<file path="src/hw/rtl/tkst_pkg.sv">
package tkst_pkg;

    localparam int SCORE_W   = 32;
    localparam int COMBO_W   = 16;
    localparam int NAME_W    = 48;
    localparam int RANK_W    = 4;
    localparam int CHAR_BITS = 6;

    localparam logic [CHAR_BITS-1:0] BLANK_CHAR = 6'd37;

    typedef enum logic {
        OP_INSERT = 1'b0,
        OP_READ   = 1'b1
    } t_op;

    typedef struct packed {
        logic [SCORE_W-1:0] score;
        logic [COMBO_W-1:0] combo;
        logic [NAME_W-1:0]  name;
    } t_entry;

    function automatic logic outranks(t_entry cand, t_entry held);
        logic res;
        if (cand.score != held.score) begin
            res = cand.score > held.score;
        end else begin
            res = cand.combo >= held.combo;
        end
        return res;
    endfunction

endpackage

</file>
<file path="src/hw/rtl/tkst_cell.sv">
module tkst_cell
    import tkst_pkg::*;
(
    input  logic         i_clk,
    input  logic         i_rst_n,
    input  logic [NAME_W-1:0] i_blank_name,
    input  logic         i_wr,
    input  t_entry       i_new,
    input  t_entry       i_prev,
    input  logic         i_prev_outranks,
    output t_entry       o_entry,
    output logic         o_outranks
);

    t_entry r_entry;
    t_entry n_entry;

    assign o_entry    = r_entry;
    assign o_outranks = outranks(i_new, r_entry);

    always_comb begin
        n_entry = r_entry;
        if (i_wr && o_outranks) begin
            n_entry = i_prev_outranks ? i_prev : i_new;
        end
    end

    always_ff @(posedge i_clk) begin
        if (!i_rst_n) begin
            r_entry.score <= '0;
            r_entry.combo <= '0;
            r_entry.name  <= i_blank_name;
        end else begin
            r_entry <= n_entry;
        end
    end

endmodule

</file>
<file path="src/hw/rtl/top_k_score_table_insert.sv">
// Sorted table of the best TABLE_ENTRIES records (score, then combo).
// Input channel: i_valid / o_stall carries one item per transfer. An insert
// (i_operation 0) enters the table only if its score beats the last entry;
// the record lands below every entry that it does not outrank (on a full
// tie it goes above the held entry), lower entries move down one cell and
// the last drops out. A read (i_operation 1) returns the entry at
// i_read_index, clamped to the last rank. Output channel: o_valid / i_stall
// carries one result per item. o_valid rises in the cycle after an input
// transfer; one item per cycle is taken while o_stall is low. Each table row
// is a cell that compares the offered record with its own entry and loads
// either the record or its upper neighbor in that cycle. The output register
// holds a result while i_stall is high; o_stall then rises and the table
// stays untouched until the result transfers. Reset clears every score and
// combo to zero, fills each name character with code 37 and clears o_valid.
module top_k_score_table_insert
    import tkst_pkg::*;
#(
    parameter int TABLE_ENTRIES = 10,
    parameter int NAME_LENGTH   = 8
) (
    input  logic               i_clk,
    input  logic               i_rst_n,
    input  logic               i_valid,
    output logic               o_stall,
    input  logic               i_operation,
    input  logic [SCORE_W-1:0] i_new_score,
    input  logic [COMBO_W-1:0] i_new_combo,
    input  logic [NAME_W-1:0]  i_new_name,
    input  logic [RANK_W-1:0]  i_read_index,
    output logic               o_valid,
    input  logic               i_stall,
    output logic               o_accepted,
    output logic [RANK_W-1:0]  o_rank,
    output logic [NAME_W-1:0]  o_entry_name,
    output logic [COMBO_W-1:0] o_entry_combo,
    output logic [SCORE_W-1:0] o_entry_score
);

    localparam int LAST       = TABLE_ENTRIES - 1;
    localparam int IDX_W      = $clog2(TABLE_ENTRIES);
    localparam int CMP_W      = (IDX_W > RANK_W) ? IDX_W : RANK_W;
    localparam int STORED_W   = (CHAR_BITS * NAME_LENGTH < NAME_W) ?
                                CHAR_BITS * NAME_LENGTH : NAME_W;
    localparam int NAME_CHARS = STORED_W / CHAR_BITS;
    localparam logic [NAME_W-1:0] NAME_MASK = (STORED_W == NAME_W) ? {NAME_W{1'b1}} :
                                              ((NAME_W'(1) << STORED_W) - NAME_W'(1));

    logic [NAME_W-1:0] w_blank;
    t_entry            w_new;
    t_entry            w_entry    [TABLE_ENTRIES];
    logic              w_outranks [TABLE_ENTRIES];
    logic              w_fire;
    logic              w_take;
    logic              w_wr;
    logic [CMP_W-1:0]  w_pos;
    logic [CMP_W-1:0]  w_ridx;
    logic [IDX_W-1:0]  w_rsel;

    logic               r_valid;
    logic               r_accepted;
    logic [RANK_W-1:0]  r_rank;
    logic [NAME_W-1:0]  r_name;
    logic [COMBO_W-1:0] r_combo;
    logic [SCORE_W-1:0] r_score;

    always_comb begin
        w_blank = '0;
        for (int c = 0; c < NAME_CHARS; c++) begin
            w_blank[c*CHAR_BITS +: CHAR_BITS] = BLANK_CHAR;
        end
    end

    assign w_new.score = i_new_score;
    assign w_new.combo = i_new_combo;
    assign w_new.name  = i_new_name & NAME_MASK;

    assign o_stall = r_valid && i_stall;
    assign w_fire  = i_valid && !o_stall;
    assign w_take  = (t_op'(i_operation) == OP_INSERT) && (i_new_score > w_entry[LAST].score);
    assign w_wr    = w_fire && w_take;

    genvar g;
    generate
        for (g = 0; g < TABLE_ENTRIES; g++) begin : g_cell
            if (g == 0) begin : g_head
                tkst_cell u_cell (
                    .i_clk           (i_clk),
                    .i_rst_n         (i_rst_n),
                    .i_blank_name    (w_blank),
                    .i_wr            (w_wr),
                    .i_new           (w_new),
                    .i_prev          (w_new),
                    .i_prev_outranks (1'b0),
                    .o_entry         (w_entry[g]),
                    .o_outranks      (w_outranks[g])
                );
            end else begin : g_body
                tkst_cell u_cell (
                    .i_clk           (i_clk),
                    .i_rst_n         (i_rst_n),
                    .i_blank_name    (w_blank),
                    .i_wr            (w_wr),
                    .i_new           (w_new),
                    .i_prev          (w_entry[g-1]),
                    .i_prev_outranks (w_outranks[g-1]),
                    .o_entry         (w_entry[g]),
                    .o_outranks      (w_outranks[g])
                );
            end
        end
    endgenerate

    always_comb begin
        w_pos = CMP_W'(LAST);
        for (int i = LAST; i >= 0; i--) begin
            if (w_outranks[i]) begin
                w_pos = CMP_W'(i);
            end
        end
    end

    always_comb begin
        w_ridx = CMP_W'(i_read_index);
        if (w_ridx > CMP_W'(LAST)) begin
            w_ridx = CMP_W'(LAST);
        end
        w_rsel = w_ridx[IDX_W-1:0];
    end

    always_ff @(posedge i_clk) begin
        if (!i_rst_n) begin
            r_valid <= 1'b0;
        end else if (w_fire) begin
            r_valid <= 1'b1;
        end else if (!i_stall) begin
            r_valid <= 1'b0;
        end
    end

    always_ff @(posedge i_clk) begin
        if (w_fire) begin
            if (t_op'(i_operation) == OP_READ) begin
                r_accepted <= 1'b0;
                r_rank     <= w_ridx[RANK_W-1:0];
                r_name     <= w_entry[w_rsel].name;
                r_combo    <= w_entry[w_rsel].combo;
                r_score    <= w_entry[w_rsel].score;
            end else if (w_take) begin
                r_accepted <= 1'b1;
                r_rank     <= w_pos[RANK_W-1:0];
                r_name     <= w_new.name;
                r_combo    <= w_new.combo;
                r_score    <= w_new.score;
            end else begin
                r_accepted <= 1'b0;
                r_rank     <= '0;
                r_name     <= '0;
                r_combo    <= '0;
                r_score    <= '0;
            end
        end
    end

    assign o_valid       = r_valid;
    assign o_accepted    = r_accepted;
    assign o_rank        = r_rank;
    assign o_entry_name  = r_name;
    assign o_entry_combo = r_combo;
    assign o_entry_score = r_score;

endmodule

</file>
<file path="config.mk">
export PLATFORM = sky130hd
export DESIGN_NAME = top_k_score_table_insert
export DESIGN_NICKNAME = d
export VERILOG_FILES = /design/src/hw/rtl/tkst_pkg.sv /design/src/hw/rtl/tkst_cell.sv /design/src/hw/rtl/top_k_score_table_insert.sv
export SDC_FILE = /design/constraint.sdc
export NUM_CORES = 2
export LEC_CHECK = 0
export CORE_ASPECT_RATIO = 1.4
export CORE_MARGIN = 1
export CORE_UTILIZATION = 45
export CTS_CLUSTER_SIZE = 10
export DETAILED_ROUTE_END_ITERATION = 6
export DONT_BUFFER_PORTS = 1
export PLACE_DENSITY_LB_ADDON = 0.08
export SLEW_MARGIN = 20
export SYNTH_ARGS = -nofsm -noshare
export SYNTH_HDL_FRONTEND = slang
export SYNTH_SLANG_ARGS = --single-unit
</file>
<file path="constraint.sdc">
create_clock -name i_clk -period 7.3 [get_ports i_clk]
set_clock_uncertainty 0.05 [all_clocks]
set_input_delay 0.365 -clock i_clk [delete_from_list [all_inputs] [get_ports i_clk]]
set_output_delay 0.365 -clock i_clk [all_outputs]
set_load 0.02 [all_outputs]
</file>
==> metrics.cfg <==
[outcome]
run_status=complete, no violations

[clock_network]
clkSinkCount=1062
clockBufferDepth=3
worstSkewPairLatency_ns=0.78
cts_setup_buffers=0
cts-root-buf=clkbuf_16
cts-resized-gates=0
htreeDepth=3
cts_tree=done
cts_made_buffers=121
path_clk_slew_ns=0.06

[routing]
wl_per_cell_um=25.29
drtPass1Iterations=6
postRouteAntennaNets=0
viasPerCell=6.156
wirelength_um=247800
drcViolationCount=0
vias=60309
drt_iter0_markers=5200

[timing]
hold_ws_ns=0.07651
clock.fmax_mhz=169.0
setup_viol=0
rsz0062_at_grt=false
tns_ns=0
min_period_ns=5.918
slew_headroom=0.2348
layout_setup_ws_ns=1.382
drv_slew=0
tightest_slew_ns=1.139
finalHoldViolations=0
fin_crit_sh=0.8106

[yosys]
netlist_area_um2=65010
synth.avg_cell_area_um2=8.441
synth_cells=7702
ys_seq_area_frac=0.3426
synth-edff-count=101
synth_cell_types=69
synth_ff_type=dfxtp_1
ys_async_sr_fraction=0
synth.net_count=8271
synth.most_common_cell=nand2_1
synth_top_area_frac=0.2959
synthTopCellsByCount=nand2_1, dfxtp_1, mux2i_1, clkbuf_1, o21ai_0
synth-warning-count=0
yosys_register_bits=1062
synth_area_leaders=dfxtp_1, mux2i_1, ha_1
yosys.area.top_type=dfxtp_1

[worst_setup_path]
critical_path_arrival_ns=6.53
cp_max_fo=64
path_class=flip-flop to flip-flop
start_kind=flip-flop
cp.required_ns=7.91
crit_path_end_kind=flip-flop

[die]
coreArea_um2=143000
die_w_um=323.2
row_count=164
ios=208
fp.dieH_um=451.7
initial_core_util=0.4546
die_area_um2=146000

[power_and_ir_drop]
power_density_nw_per_um2=214.6
peakVddDrop_v=0.0002028
p_leak_nw=34.90

[placed_design]
dp_slack_ns=1.938
port_buffers=0
gp_congestion=0.8787
dp.final_hpwl_um=136400

[global_routing]
antenna_found_initial=14
grt_pass1_vias=59312
grt_max_degree=529
grtUsageTotal=0.3327
grt_pass1_wl_um=373300
gr-total-overflow=0

[finish]
fillers=13534
nNetsFinal=8386
layout-drive-gt1-share=0.03566
register_area_um2=22270
multi_input_area_um2=38300
area_growth_pct=16.07

[min_path]
hold_path.class=primary input to flip-flop

[flow_run]
cap_violations=0

==> power breakdown <==
group / internal [mW] / total [mW] / switching, mW
Clock: 3.13 / 5.75 / 2.62
Sequential: 6.32 / 6.71 / 0.390
Combinational: 1.50 / 3.73 / 2.23
Total: 11.0 / 16.2 / 5.24
==> placed cells by master (no fill, tap or decap), types with 63 or more instances in the layout <==
cell type | netlist | routed
a21o_1 | 72 | 71
a21oi_1 | 419 | 418
a22o_1 | 97 | 97
a22oi_1 | 98 | 98
a31oi_1 | 76 | 75
buf_4 | 6 | 63
clkbuf_16 | 0 | 122
dfxtp_1 | 961 | 961
dlygate4sd3_1 | 0 | 625
edfxtp_1 | 101 | 101
ha_1 | 464 | 464
inv_1 | 473 | 473
mux2i_1 | 749 | 749
nand2_1 | 1419 | 1415
nand4_1 | 74 | 74
nor2_1 | 176 | 173
o211a_1 | 434 | 434
o211ai_1 | 250 | 250
o21ai_0 | 519 | 519
o221ai_1 | 177 | 177
==> area by class of cell <==
| type | instances | area share |
|---|---|---|
| multi-input cells | 5448 | 0.5075 |
| flip-flops and latches | 1062 | 0.2951 |
| repair buffers | 711 | 0.09597 |
| clock buffers | 179 | 0.04462 |
| well taps | 1909 | 0.03165 |
| inverters | 473 | 0.02353 |
| clock inverters | 7 | 0.001343 |
| diodes | 8 | 0.0002653 |
==> worst max-delay path, stage by stage (launching register included) <==
cell           delay (ns)
dfxtp_1              0.38
inv_1                0.06
ha_1                 0.29
nand4_1              0.23
nor2_1               0.53
nand4_1              0.46
o211ai_1             0.39
a211oi_1             0.25
a311oi_4             0.92
and2_4               0.53
buf_4                0.69
and3_1               0.28
o21ai_0              0.09
dlygate4sd3_1        0.57
==> kinds of logic (layout without fill, tap and decap cells) <==
group           count (synthesis)  count (layout)  synth area share
simple gates                 1912            1912            0.1232
compound gates               2306            2306            0.2518
fa+ha+maj                     464             464           0.08930
other cells                     0               8                 0
mux                           766             766            0.1212
buf+inv                      1192            1370           0.07192
flops                        1062            1062            0.3426
==> metrics by stage <==
stage                     total power, mW  std cells  utilization  cell area (um^2)
after floorplan                     9.182       7702            -             65010
after global placement              9.965       8969       0.4578             65480
after detailed placement            10.02       8970       0.4580             65510
after CTS                           16.22       9785       0.5267             75330
after global routing                16.84       9794       0.5276             75460
final                               16.20       9797       0.5276             75460
==> registers in the layout, indices dropped and copies added, names as in the netlist <==
| signal | flops |
|---|---|
| g_cell.g_body.u_cell.o_entry | 864 |
| g_cell.g_head.u_cell.o_entry | 96 |
| o_entry_combo | 16 |
| o_entry_name | 48 |
| o_rank | 4 |
| o_entry_score | 32 |
| o_valid | 1 |
| o_accepted | 1 |
==> path summary, 6_finish.rpt <==
check                                 startpoint                             endpoint  slack [ns]  cells past startpoint
max reg2reg  g_cell[3].g_body.u_cell.o_entry[91]  g_cell[3].g_body.u_cell.o_entry[17]        1.38                     13
min reg2reg  g_cell[2].g_body.u_cell.o_entry[21]  g_cell[3].g_body.u_cell.o_entry[21]        0.43                      2
max          g_cell[3].g_body.u_cell.o_entry[91]  g_cell[3].g_body.u_cell.o_entry[17]        1.38                     13
min                              i_read_index[3]                    o_entry_combo[13]        0.08                      3
==> per-layer routing <==
layer / part of all wire / GRT usage / wire (um) / vias to the layer above
met4: 0.062 / 0.1968 / 15480 / 10
met2: 0.49 / 0.5727 / 120500 / 2004
met1: 0.40 / 0.3941 / 98360 / 29726
met5: 0.00024 / 0 / 59 / -
li1: - / - / - / 27929
met3: 0.054 / 0.04059 / 13360 / 640
==> timing repair <==
action | CTS | global route
setup endpoints to repair | 0 | 0
hold buffers | 629 | 0
hold endpoints to repair | 1061 | 0
(Power assumes the default switching activity.)
